**src/y86rab_pkg.sv**
```systemverilog
`default_nettype none
// ---------------------------------------------------------------------------
// y86rab_pkg
// Shared types, codes and constants for the Y86 register/ALU/branch unit.
// ---------------------------------------------------------------------------
package y86rab_pkg;

  localparam int unsigned NumRegs  = 8;
  localparam int unsigned RegAw    = $clog2(NumRegs);
  localparam int unsigned DataW    = 32;

  localparam logic [3:0] RegNone   = 4'd15;
  localparam logic [3:0] FuncZero  = 4'd0;

  localparam logic [2:0] LenRr     = 3'd2;
  localparam logic [2:0] LenIr     = 3'd6;
  localparam logic [2:0] LenJmp    = 3'd5;
  localparam logic [2:0] LenErr    = 3'd0;

  typedef enum logic [1:0] {
    MODE_RRMOVL = 2'd0,
    MODE_IRMOVL = 2'd1,
    MODE_ALU    = 2'd2,
    MODE_JUMP   = 2'd3
  } mode_e;

  typedef enum logic [3:0] {
    ALU_ADD = 4'd0,
    ALU_SUB = 4'd1,
    ALU_AND = 4'd2,
    ALU_XOR = 4'd3,
    ALU_MUL = 4'd4,
    ALU_CMP = 4'd5
  } alu_func_e;

  typedef enum logic [3:0] {
    JMP_ALWAYS = 4'd0,
    JMP_LE     = 4'd1,
    JMP_LT     = 4'd2,
    JMP_EQ     = 4'd3,
    JMP_NE     = 4'd4,
    JMP_GE     = 4'd5,
    JMP_GT     = 4'd6
  } jmp_cond_e;

  typedef enum logic [1:0] {
    STAT_OK       = 2'd0,
    STAT_BAD_REG  = 2'd1,
    STAT_BAD_FUNC = 2'd2
  } status_e;

  typedef struct packed {
    logic zf;
    logic sf;
    logic of;
  } flags_t;

  typedef struct packed {
    logic [DataW-1:0] write_value;
    logic             write_enable;
    flags_t           flags;
    logic             branch_taken;
    logic [2:0]       length_bytes;
    status_e          status;
  } result_t;

endpackage
`default_nettype wire

```
**src/y86rab_regfile.sv**
```systemverilog
`default_nettype none
// ---------------------------------------------------------------------------
// y86rab_regfile
// Register file memory: one write port, two registered read ports, per-entry
// valid bits for the reset image and a bypass for a same-edge write.
// ---------------------------------------------------------------------------
module y86rab_regfile (
  input  wire logic                          clk_i,
  input  wire logic                          rst_ni,
  input  wire logic                          rd_en_i,
  input  wire logic [y86rab_pkg::RegAw-1:0]  rd_addr_a_i,
  input  wire logic [y86rab_pkg::RegAw-1:0]  rd_addr_b_i,
  input  wire logic                          wr_en_i,
  input  wire logic [y86rab_pkg::RegAw-1:0]  wr_addr_i,
  input  wire logic [y86rab_pkg::DataW-1:0]  wr_data_i,
  output logic      [y86rab_pkg::DataW-1:0]  rd_data_a_o,
  output logic      [y86rab_pkg::DataW-1:0]  rd_data_b_o
);

  logic [y86rab_pkg::DataW-1:0] mem [y86rab_pkg::NumRegs];
  logic [y86rab_pkg::NumRegs-1:0] vld_q;

  logic [y86rab_pkg::DataW-1:0] rd_a_q, rd_b_q, fwd_data_q;
  logic [y86rab_pkg::RegAw-1:0] addr_a_q, addr_b_q;
  logic                         vld_a_q, vld_b_q, fwd_a_q, fwd_b_q;

  always_ff @(posedge clk_i) begin
    if (wr_en_i) begin
      mem[wr_addr_i] <= wr_data_i;
    end
  end

  always_ff @(posedge clk_i or negedge rst_ni) begin
    if (!rst_ni) begin
      vld_q <= '0;
    end else if (wr_en_i) begin
      vld_q[wr_addr_i] <= 1'b1;
    end
  end

  // Read data is sampled before a write at the same edge lands; catch it.
  always_ff @(posedge clk_i) begin
    if (rd_en_i) begin
      rd_a_q     <= mem[rd_addr_a_i];
      rd_b_q     <= mem[rd_addr_b_i];
      addr_a_q   <= rd_addr_a_i;
      addr_b_q   <= rd_addr_b_i;
      vld_a_q    <= vld_q[rd_addr_a_i];
      vld_b_q    <= vld_q[rd_addr_b_i];
      fwd_a_q    <= wr_en_i && (wr_addr_i == rd_addr_a_i);
      fwd_b_q    <= wr_en_i && (wr_addr_i == rd_addr_b_i);
      fwd_data_q <= wr_data_i;
    end
  end

  // Never-written entries read as their own index.
  always_comb begin
    if (fwd_a_q) begin
      rd_data_a_o = fwd_data_q;
    end else if (vld_a_q) begin
      rd_data_a_o = rd_a_q;
    end else begin
      rd_data_a_o = {{(y86rab_pkg::DataW-y86rab_pkg::RegAw){1'b0}}, addr_a_q};
    end
    if (fwd_b_q) begin
      rd_data_b_o = fwd_data_q;
    end else if (vld_b_q) begin
      rd_data_b_o = rd_b_q;
    end else begin
      rd_data_b_o = {{(y86rab_pkg::DataW-y86rab_pkg::RegAw){1'b0}}, addr_b_q};
    end
  end

endmodule
`default_nettype wire

```
**src/y86rab_exec.sv**
```systemverilog
`default_nettype none
// ---------------------------------------------------------------------------
// y86rab_exec
// Execute logic: decode checks, ALU with flags, branch condition and
// instruction length for one instruction.
// ---------------------------------------------------------------------------
module y86rab_exec (
  input  wire logic [1:0]                   mode_i,
  input  wire logic [3:0]                   func_i,
  input  wire logic [3:0]                   reg_a_i,
  input  wire logic [3:0]                   reg_b_i,
  input  wire logic [y86rab_pkg::DataW-1:0] immediate_i,
  input  wire logic [y86rab_pkg::DataW-1:0] op_a_i,
  input  wire logic [y86rab_pkg::DataW-1:0] op_b_i,
  input  wire y86rab_pkg::flags_t           flags_i,
  output y86rab_pkg::result_t               res_o
);

  logic [y86rab_pkg::DataW-1:0]   sum, diff, alu_r;
  logic signed [2*y86rab_pkg::DataW-1:0] prod;
  logic                           add_of, sub_of, mul_of, alu_of, lt, cond;
  logic                           regs_bad;

  assign sum    = op_b_i + op_a_i;
  assign diff   = op_b_i - op_a_i;
  assign prod   = $signed(op_b_i) * $signed(op_a_i);
  assign add_of = ~(op_b_i[31] ^ op_a_i[31]) & (op_b_i[31] ^ sum[31]);
  assign sub_of = (op_b_i[31] ^ op_a_i[31]) & (op_b_i[31] ^ diff[31]);
  // Product fits when the top 33 bits are all equal.
  assign mul_of = !((&prod[63:31]) || !(|prod[63:31]));
  assign lt     = flags_i.sf ^ flags_i.of;
  assign regs_bad = reg_a_i[3] || reg_b_i[3];

  always_comb begin
    alu_r  = diff;
    alu_of = flags_i.of;
    case (func_i)
      y86rab_pkg::ALU_ADD: begin
        alu_r  = sum;
        alu_of = add_of;
      end
      y86rab_pkg::ALU_SUB: begin
        alu_r  = diff;
        alu_of = sub_of;
      end
      y86rab_pkg::ALU_AND: alu_r = op_b_i & op_a_i;
      y86rab_pkg::ALU_XOR: alu_r = op_b_i ^ op_a_i;
      y86rab_pkg::ALU_MUL: begin
        alu_r  = prod[31:0];
        alu_of = mul_of;
      end
      default: begin
        alu_r  = diff;
        alu_of = flags_i.of;
      end
    endcase
  end

  always_comb begin
    cond = 1'b0;
    case (func_i)
      y86rab_pkg::JMP_ALWAYS: cond = 1'b1;
      y86rab_pkg::JMP_LE:     cond = lt || flags_i.zf;
      y86rab_pkg::JMP_LT:     cond = lt;
      y86rab_pkg::JMP_EQ:     cond = flags_i.zf;
      y86rab_pkg::JMP_NE:     cond = !flags_i.zf;
      y86rab_pkg::JMP_GE:     cond = !lt;
      y86rab_pkg::JMP_GT:     cond = !lt && !flags_i.zf;
      default:                cond = 1'b0;
    endcase
  end

  always_comb begin
    res_o              = '0;
    res_o.flags        = flags_i;
    res_o.status       = y86rab_pkg::STAT_OK;
    res_o.length_bytes = y86rab_pkg::LenErr;
    case (mode_i)
      y86rab_pkg::MODE_RRMOVL: begin
        if (func_i != y86rab_pkg::FuncZero) begin
          res_o.status = y86rab_pkg::STAT_BAD_FUNC;
        end else if (regs_bad) begin
          res_o.status = y86rab_pkg::STAT_BAD_REG;
        end else begin
          res_o.write_value  = op_a_i;
          res_o.write_enable = 1'b1;
          res_o.length_bytes = y86rab_pkg::LenRr;
        end
      end
      y86rab_pkg::MODE_IRMOVL: begin
        if (func_i != y86rab_pkg::FuncZero) begin
          res_o.status = y86rab_pkg::STAT_BAD_FUNC;
        end else if (reg_a_i != y86rab_pkg::RegNone || reg_b_i[3]) begin
          res_o.status = y86rab_pkg::STAT_BAD_REG;
        end else begin
          res_o.write_value  = immediate_i;
          res_o.write_enable = 1'b1;
          res_o.length_bytes = y86rab_pkg::LenIr;
        end
      end
      y86rab_pkg::MODE_ALU: begin
        if (regs_bad) begin
          res_o.status = y86rab_pkg::STAT_BAD_REG;
        end else if (!(func_i inside {[y86rab_pkg::ALU_ADD:y86rab_pkg::ALU_CMP]})) begin
          res_o.status = y86rab_pkg::STAT_BAD_FUNC;
        end else begin
          res_o.flags.zf     = (alu_r == '0);
          res_o.flags.sf     = alu_r[31];
          res_o.flags.of     = alu_of;
          res_o.length_bytes = y86rab_pkg::LenRr;
          // Compare only sets flags.
          if (func_i != y86rab_pkg::ALU_CMP) begin
            res_o.write_value  = alu_r;
            res_o.write_enable = 1'b1;
          end
        end
      end
      y86rab_pkg::MODE_JUMP: begin
        if (func_i inside {[y86rab_pkg::JMP_ALWAYS:y86rab_pkg::JMP_GT]}) begin
          res_o.branch_taken = cond;
          res_o.length_bytes = y86rab_pkg::LenJmp;
        end else begin
          res_o.status = y86rab_pkg::STAT_BAD_FUNC;
        end
      end
      default: res_o.status = y86rab_pkg::STAT_BAD_FUNC;
    endcase
  end

endmodule
`default_nettype wire

```
**src/y86_register_alu_branch_unit.sv**
```systemverilog
`default_nettype none
// Throughput: one instruction per cycle while the output is not stalled; each
// beat passes stage 1 and then the output register. The register file read is
// issued at accept and the execute/write-back stage commits as its result moves out.
// Reset: flags clear, pipeline empties, register file valid bits clear so
// entry i reads as i until first written; no clearing pass is needed.
// ---------------------------------------------------------------------------
// y86_register_alu_branch_unit
// Y86 execute unit: moves, ALU ops with ZF/SF/OF and conditional jumps over
// an eight-entry register file.
// ---------------------------------------------------------------------------
module y86_register_alu_branch_unit (
  input  wire logic               clk_i,
  input  wire logic               rst_ni,
  input  wire logic               in_valid_i,
  output logic                    in_stall_o,
  input  wire logic [1:0]         mode_i,
  input  wire logic [3:0]         func_i,
  input  wire logic [3:0]         reg_a_i,
  input  wire logic [3:0]         reg_b_i,
  input  wire logic signed [31:0] immediate_i,
  output logic                    out_valid_o,
  input  wire logic               out_stall_i,
  output logic signed [31:0]      write_value_o,
  output logic                    write_enable_o,
  output logic                    zero_flag_o,
  output logic                    sign_flag_o,
  output logic                    overflow_flag_o,
  output logic                    branch_taken_o,
  output logic [2:0]              length_bytes_o,
  output logic [1:0]              status_o
);

  logic                          accept, adv1;
  logic                          s1_valid_q, out_valid_q;
  logic [1:0]                    s1_mode_q;
  logic [3:0]                    s1_func_q, s1_reg_a_q, s1_reg_b_q;
  logic [y86rab_pkg::DataW-1:0]  s1_imm_q;
  logic [y86rab_pkg::DataW-1:0]  op_a, op_b;
  y86rab_pkg::flags_t            flags_q;
  y86rab_pkg::result_t           res, out_res_q;

  assign adv1       = s1_valid_q && (!out_valid_q || !out_stall_i);
  assign in_stall_o = s1_valid_q && !adv1;
  assign accept     = in_valid_i && !in_stall_o;

  y86rab_regfile u_regfile (
    .clk_i       (clk_i),
    .rst_ni      (rst_ni),
    .rd_en_i     (accept),
    .rd_addr_a_i (reg_a_i[y86rab_pkg::RegAw-1:0]),
    .rd_addr_b_i (reg_b_i[y86rab_pkg::RegAw-1:0]),
    .wr_en_i     (adv1 && res.write_enable),
    .wr_addr_i   (s1_reg_b_q[y86rab_pkg::RegAw-1:0]),
    .wr_data_i   (res.write_value),
    .rd_data_a_o (op_a),
    .rd_data_b_o (op_b)
  );

  y86rab_exec u_exec (
    .mode_i      (s1_mode_q),
    .func_i      (s1_func_q),
    .reg_a_i     (s1_reg_a_q),
    .reg_b_i     (s1_reg_b_q),
    .immediate_i (s1_imm_q),
    .op_a_i      (op_a),
    .op_b_i      (op_b),
    .flags_i     (flags_q),
    .res_o       (res)
  );

  always_ff @(posedge clk_i or negedge rst_ni) begin
    if (!rst_ni) begin
      s1_valid_q  <= 1'b0;
      out_valid_q <= 1'b0;
      flags_q     <= '0;
    end else begin
      if (accept) begin
        s1_valid_q <= 1'b1;
      end else if (adv1) begin
        s1_valid_q <= 1'b0;
      end
      if (adv1) begin
        out_valid_q <= 1'b1;
        flags_q     <= res.flags;
      end else if (!out_stall_i) begin
        out_valid_q <= 1'b0;
      end
    end
  end

  // Payload registers: hold unless a new beat moves in.
  always_ff @(posedge clk_i) begin
    if (accept) begin
      s1_mode_q  <= mode_i;
      s1_func_q  <= func_i;
      s1_reg_a_q <= reg_a_i;
      s1_reg_b_q <= reg_b_i;
      s1_imm_q   <= immediate_i;
    end
    if (adv1) begin
      out_res_q <= res;
    end
  end

  assign out_valid_o     = out_valid_q;
  assign write_value_o   = out_res_q.write_value;
  assign write_enable_o  = out_res_q.write_enable;
  assign zero_flag_o     = out_res_q.flags.zf;
  assign sign_flag_o     = out_res_q.flags.sf;
  assign overflow_flag_o = out_res_q.flags.of;
  assign branch_taken_o  = out_res_q.branch_taken;
  assign length_bytes_o  = out_res_q.length_bytes;
  assign status_o        = out_res_q.status;

endmodule
`default_nettype wire
```
**config.mk**
```make
export PLATFORM = sky130hd
export DESIGN_NAME = y86_register_alu_branch_unit
export DESIGN_NICKNAME = d
export VERILOG_FILES = /design/src/y86rab_pkg.sv /design/src/y86rab_regfile.sv /design/src/y86rab_exec.sv /design/src/y86_register_alu_branch_unit.sv
export SDC_FILE = /design/constraint.sdc
export NUM_CORES = 2
export LEC_CHECK = 0
export ABC_CLOCK_PERIOD_IN_PS = 10930
export CORE_MARGIN = 5
export CORE_UTILIZATION = 64
export CTS_CLUSTER_SIZE = 16
export DETAILED_ROUTE_END_ITERATION = 8
export DONT_BUFFER_PORTS = 1
export HOLD_SLACK_MARGIN = 0.05
export PLACE_DENSITY = 0.85
export SYNTH_ARGS = -nofsm -noshare
export SYNTH_HDL_FRONTEND = slang
export SYNTH_SLANG_ARGS = --single-unit
```
**constraint.sdc**
```tcl
create_clock -name clk_i -period 10.93 [get_ports clk_i]
set_input_delay 1.093 -clock clk_i [delete_from_list [all_inputs] [get_ports clk_i]]
set_output_delay 1.093 -clock clk_i [all_outputs]
set_load 0.02 [all_outputs]
```
# Word level (Yosys, flattened, before mapping)
# Memory sizes are Yosys's and may differ from the RTL's. A register that Yosys moved wholly into a read port is not among the register bits.
# Index checks and enable logic that the tools add are counted.
totals:
  register_bits: 143
  ram_bits: 256
  in_bits: 50
  word_cells: 135
  memories: 1
memory_table:
  columns: ["memory", "depth", "word_bits", "read_ports", "rd_clocked_by_memory_dff", "write_ports", "line_no", "rtl"]
  rows:
  - ["u_regfile.mem", 8, 32, 2, 2, 1, "y86rab_regfile.sv:20", "logic [y86rab_pkg::DataW-1:0] mem [y86rab_pkg::NumRegs];"]
classes:
  add_sub_neg: 2
  mul: 1
  order_cmp: 7
  n_eq_ne: 14
  n_mux: 43
  n_bitwise: 10
  reduce_logical: 31
op_table:
  columns: ["cell", "n"]
  rows:
  - ["33-bit two-way mux", 5]
  - ["32-bit two-way mux", 4]
  - ["32-bit case mux with 4 select lines", 1]
  - ["33-bit case mux with 3 select lines", 1]
  - ["36-bit two-way mux", 2]
  - ["32-bit by 32-bit multiplier with 64-bit output", 1]
  - ["33-bit AND reduction", 1]
  - ["33-bit OR reduction", 1]
  - ["32-bit adder", 1]
  - ["32-bit bitwise AND", 1]
  - ["32-bit zero test", 1]
  - ["32-bit subtractor", 1]
  - ["32-bit bitwise XOR", 1]
  - ["5-bit case mux with 4 select lines", 1]
  - ["2-bit two-way mux", 8]
  - ["3-bit two-way mux", 5]
  - ["4-bit by 3-bit equality test with 1-bit output, second input constant", 3]
  - ["3-bit by 4-bit < comparator with 1-bit output, second input constant", 3]
  - ["1-bit two-way mux", 11]
  - ["1-bit logical AND", 10]
  - ["4-bit by 2-bit equality test with 1-bit output, second input constant", 2]
  - ["4-bit by 3-bit <= comparator with 1-bit output, second input constant", 2]
  - ["1-bit zero test", 8]
  - ["8-bit bitwise OR", 1]
  - ["other kinds (22)", 33]

# Logic depth before layout (Yosys ltp)
logic_depth:
  word_depth: 14
  mapped_depth: 38
  ltp_nobuf: 32

# Hierarchy
# A second synthesis with hierarchy kept.
unflattened:
  hier_cells: 5462
  area_unflattened_um2: 60327.9
modules_own_cells:
  columns: ["module", "n_inst", "cells_each", "area_per_inst_um2", "seq_area_each_um2"]
  rows:
  - ["y86rab_exec", 1, 4622, 41202.0, 0.0]
  - ["y86rab_regfile", 1, 737, 16268.1, 11070.6]
  - ["y86_register_alu_branch_unit", 1, 103, 2857.7, 2767.7]

# Worst setup path after synthesis
# No wires, ideal clock.
synth_timing:
  path_type: "register to register"
  from: "register u_regfile.vld_a_q"
  to: "register out_res_q, in the netlist overflow_flag_o (data pin)"
  setup_time_ps: 255
  arrival_time_ps: 9673
  slack_ps: 1002
  stages_incl_launch_ff: 35
  period_less_slack_ps: 9928
  path_cell_list: "edfxtp_1 -> clkbuf_1 -> nor2b_1 -> clkbuf_1 -> clkbuf_1 -> a22o_1 -> clkbuf_1 -> nand2_1 -> inv_1 -> fa_1 -> fa_1 -> inv_1 -> fa_1 -> inv_1 -> fa_1 -> inv_1 -> fa_1 -> fa_1 -> fa_1 -> fa_1 -> inv_1 -> ha_1 -> clkbuf_1 -> a21oi_1 -> o2111ai_1 -> a31oi_1 -> nand3_1 -> a211oi_2 -> a21oi_1 -> or3_1 -> a2111oi_0 -> nand4_1 -> or4_1 -> nand3_1 -> nand2_1"
synth_rtl:
  columns: ["item", "line_no", "rtl"]
  rows:
  - ["from (decl)", "y86rab_regfile.sv:25", "logic vld_a_q, vld_b_q, fwd_a_q, fwd_b_q;"]
  - ["from (signal assigned)", "y86rab_regfile.sv:48", "vld_a_q <= vld_q[rd_addr_a_i];"]
  - ["to (signal assigned)", "y86_register_alu_branch_unit.sv:102", "out_res_q <= res;"]
  - ["to (decl)", "y86_register_alu_branch_unit.sv:41", "y86rab_pkg::result_t res, out_res_q;"]

==> load_flow_metrics.sql <==
INSERT INTO impl_metrics (metric_group, metric, value, unit) VALUES
('timing', 'setup_viol_count_final', '0', ''),
('timing', 'finalCriticalPeriod', '10730', 'ps'),
('setup_path', 'cp_data_arrival_time', '11020', 'ps'),
('grt', 'gr-usage-met2', '0.656', ''),
('hold_path', 'worst_min_delay_path_class', 'in -> async', ''),
('clock_tree', 'cts_tree', 'done', ''),
('logic_synthesis', 'mappedNetlistArea', '0.0591', 'mm^2'),
('logic_synthesis', 'yosysTopAreaCellShare', '0.367', ''),
('floorplanning', 'die-area', '0.0986', 'mm^2'),
('cells_and_area', 'finalInstanceArea', '0.0628', 'mm^2'),
('timing', 'timing.slew.headroom', '0.0297', ''),
('logic_synthesis', 'post_synth_inst_count', '5570', ''),
('setup_path', 'critPathRequiredTime', '11220', 'ps'),
('logic_synthesis', 'synth-seq-cells', '457', ''),
('run_status', 'run_status', 'complete, but fails checks', ''),
('setup_path', 'critPathCaptureType', 'register', ''),
('setup_path', 'path_common_cell', 'sky130_fd_sc_hd__fa_1', ''),
('setup_path', 'cp_slowest_cell', 'sky130_fd_sc_hd__inv_1', ''),
('logic_synthesis', 'synthDominantAreaCellType', 'sky130_fd_sc_hd__fa_1', ''),
('logic_synthesis', 'synth_enable_flop_cells', '444', ''),
('grt', 'overflow', '0', ''),
('setup_path', 'startpoint_type', 'register', ''),
('floorplanning', 'num_rows', '111', ''),
('floorplanning', 'num_io_pins', '94', ''),
('setup_path', 'critPathCapture', 'overflow_flag_o', ''),
('timing', 'maxSlewViolCount', '0', ''),
('setup_path', 'crit_start', 'u_regfile.vld_a_q', ''),
('timing', 'fin_worst_skew', '47.4', 'ps'),
('timing', 'tightest_slew', '1440', 'ps'),
('flow_run', 'maxCapViolCount', '0', ''),
('clock_tree', 'h_tree_levels', '2', ''),
('clock_tree', 'ctsRootBufferMaster', 'sky130_fd_sc_hd__clkbuf_16', ''),
('timing', 'final_min_period_over_clock_period', '0.982', ''),
('logic_synthesis', 'yosys_warnings', '0', ''),
('setup_path', 'worst_r2r_path_depth', '29', ''),
('route', 'vias_per_cell', '6.99', ''),
('grt', 'initial_antenna_violation_count', '8', ''),
('cells_and_area', 'nNetsFinal', '6903', ''),
('logic_synthesis', 'synth.top_cells.by_area', 'sky130_fd_sc_hd__fa_1, sky130_fd_sc_hd__edfxtp_1, sky130_fd_sc_hd__ha_1, sky130_fd_sc_hd__inv_1, sky130_fd_sc_hd__mux4_2', ''),
('grt', 'busiest_layer', 'met2', ''),
('grt', 'grt_use_met3', '0.145', ''),
('route', 'wire_length_per_cell_after_detailed_routing', '31.9', 'um'),
('logic_synthesis', 'postSynth.topFlopCell', 'sky130_fd_sc_hd__edfxtp_1', ''),
('run_status', 'failed_checks', 'DRC', ''),
('timing', 'final_hold_viol_count', '0', ''),
('route', 'detail_route.first_pass.iterations', '9', ''),
('place', 'post_dp_cell_area', '0.0613', 'mm^2'),
('route', 'detail-route-antenna-nets', '0', ''),
('clock_tree', 'path_clk_slew', '70', 'ps'),
('clock_tree', 'clock_insertion_delay_worst_skew', '580', 'ps'),
('place', 'place.port_buffers', '0', ''),
('cells_and_area', 'drive_above_1_share', '0.105', ''),
('route', 'drt-total-wl', '215000', 'um'),
('route', 'routed-via-count', '47100', ''),
('floorplanning', 'coreArea', '0.0917', 'mm^2'),
('floorplanning', 'initial_core_utilization', '0.645', ''),
('route', 'detail_route.drc_violations', '3', ''),
('cells_and_area', 'fill_cells', '6530', ''),
('clock_tree', 'cts-root-to-sink-buffers', '3', ''),
('logic_synthesis', 'synth_cell_types', '94', ''),
('logic_synthesis', 'syn_area_per_cell', '10.6', 'um^2'),
('logic_synthesis', 'yosysSeqAreaShare', '0.231', ''),
('clock_tree', 'tritoncts_buffer_count', '41', ''),
('setup_path', 'reg_to_reg_startpoint', 'u_regfile.vld_a_q', ''),
('logic_synthesis', 'synthTopCellsByCount', 'sky130_fd_sc_hd__fa_1, sky130_fd_sc_hd__inv_1, sky130_fd_sc_hd__nand2_1, sky130_fd_sc_hd__nor2_1, sky130_fd_sc_hd__edfxtp_1', ''),
('setup_path', 'regToRegSetupSlack', '200', 'ps'),
('place', 'place_hpwl', '162000', 'um'),
('timing', 'grt_setup_unrepaired', 'false', ''),
('logic_synthesis', 'synth_most_common_cell', 'sky130_fd_sc_hd__fa_1', ''),
('clock_tree', 'cts.sinks', '457', ''),
('setup_path', 'timing.setup.critical_path_class', 'reg -> reg', '');
## worst min path at each step
| stage | startpoint | to | slack (ps) |
|---|---|---|---|
| 2_1_floorplan | u_regfile.vld_q[2] | u_regfile.vld_q[2] | 450 |
| 3_3_place_gp | u_regfile.vld_q[0] | u_regfile.vld_q[0] | 460 |
| 3_5_place_dp | u_regfile.vld_q[2] | u_regfile.vld_q[2] | 490 |
| 4_1_cts | rst_ni | flags_q[1] | 200 |
| 5_1_grt | rst_ni | flags_q[1] | 190 |
| 6_report | rst_ni | flags_q[1] | 200 |
## per-layer routing
layer | vias up | wire (um) | part of all wire
met2 | 4500 | 92400 | 0.43
met3 | 1162 | 33100 | 0.15
met1 | 23300 | 70300 | 0.33
met4 | 2 | 19400 | 0.090
li1 | 18200 | - | -
met5 | - | 6 | 0.000028
## worst max-delay path, delay by kind of cell, from the launching register on
family	cells	cell delay (ps)
fa+ha+maj	9	4380
flops	1	530
simple gates	8	1630
compound gates	7	2720
buf+inv	5	1180
## sequential cells by signal, indices dropped and copies added (netlist names), 3 cells and up
signal and flops:
s1_reg_a_q 4, u_regfile.rd_a_q 32, u_regfile.rd_b_q 32, length_bytes_o 3, flags_q 3, write_value_o 32
s1_reg_b_q 4, u_regfile.fwd_data_q 32, s1_imm_q 32, s1_func_q 4, u_regfile.vld_q 8, u_regfile.mem 256
## kinds of logic (layout without fill, tap and decap cells)
logic type | count (synthesis) | after routing | synth area share
buffers and inverters | 1163 | 1146 | 0.0744
adders and majority gates | 1332 | 1332 | 0.419
DFF | 457 | 457 | 0.231
xor gates and xnor gates | 71 | 71 | 0.0105
AOI/OAI and AO/OA | 725 | 725 | 0.0839
and+or+nand+nor | 1605 | 1605 | 0.115
other | 0 | 4 | 0
muxes | 217 | 217 | 0.0661
## placed cells by master, fill, tap and decap left out, types with 28 or more instances in the layout
cell type | netlist | routed
sky130_fd_sc_hd__mux4_2 | 132 | 132
sky130_fd_sc_hd__a22oi_1 | 47 | 47
sky130_fd_sc_hd__nor2_1 | 568 | 562
sky130_fd_sc_hd__nand4_1 | 35 | 35
sky130_fd_sc_hd__clkinv_1 | 26 | 28
sky130_fd_sc_hd__a21oi_1 | 171 | 167
sky130_fd_sc_hd__nand2b_1 | 28 | 28
sky130_fd_sc_hd__o21ai_0 | 139 | 131
sky130_fd_sc_hd__nor3_1 | 51 | 47
sky130_fd_sc_hd__nand3_1 | 54 | 54
sky130_fd_sc_hd__a22o_1 | 34 | 31
sky130_fd_sc_hd__buf_4 | 4 | 229
sky130_fd_sc_hd__edfxtp_1 | 444 | 444
sky130_fd_sc_hd__xnor2_1 | 45 | 45
sky130_fd_sc_hd__mux2_2 | 70 | 70
sky130_fd_sc_hd__nand2_1 | 722 | 722
sky130_fd_sc_hd__inv_1 | 799 | 795
sky130_fd_sc_hd__ha_1 | 248 | 248
sky130_fd_sc_hd__fa_1 | 1084 | 1083
sky130_fd_sc_hd__a21o_1 | 28 | 28
sky130_fd_sc_hd__clkbuf_16 | 0 | 43
sky130_fd_sc_hd__o211ai_1 | 28 | 28
## final cells by class
class / count / area, um^2 / area share
diodes: 4 / 10.0 / 0.000159
clock buffers: 56 / 1120 / 0.0179
clock inverters: 19 / 226 / 0.00361
inverters: 830 / 3130 / 0.0498
multi-input cells: 3950 / 41200 / 0.656
flip-flops and latches: 457 / 13700 / 0.217
well taps: 1186 / 1480 / 0.0236
repair buffers: 241 / 1950 / 0.0310
## metrics by stage
stage	instances	utilization	hold WS (ps)	setup WS, ps
final	6743	0.685	202	197
after global routing	6742	0.685	194	19.5
after CTS	6734	0.684	199	161
after detailed placement	6659	0.669	489	228
after global placement	6659	0.669	464	372
after floorplan	5570	-	452	1000
## repair_timing
item / 4_1_cts / 5_1_grt
gates resized for setup: 0 / 24
hold endpoints to repair: 0 / 0
setup endpoints to repair: 0 / 24
setup buffers: 0 / 4
Power is not shown: default switching activity piles up to over one toggle a cycle in this logic, so the estimate is an artifact.
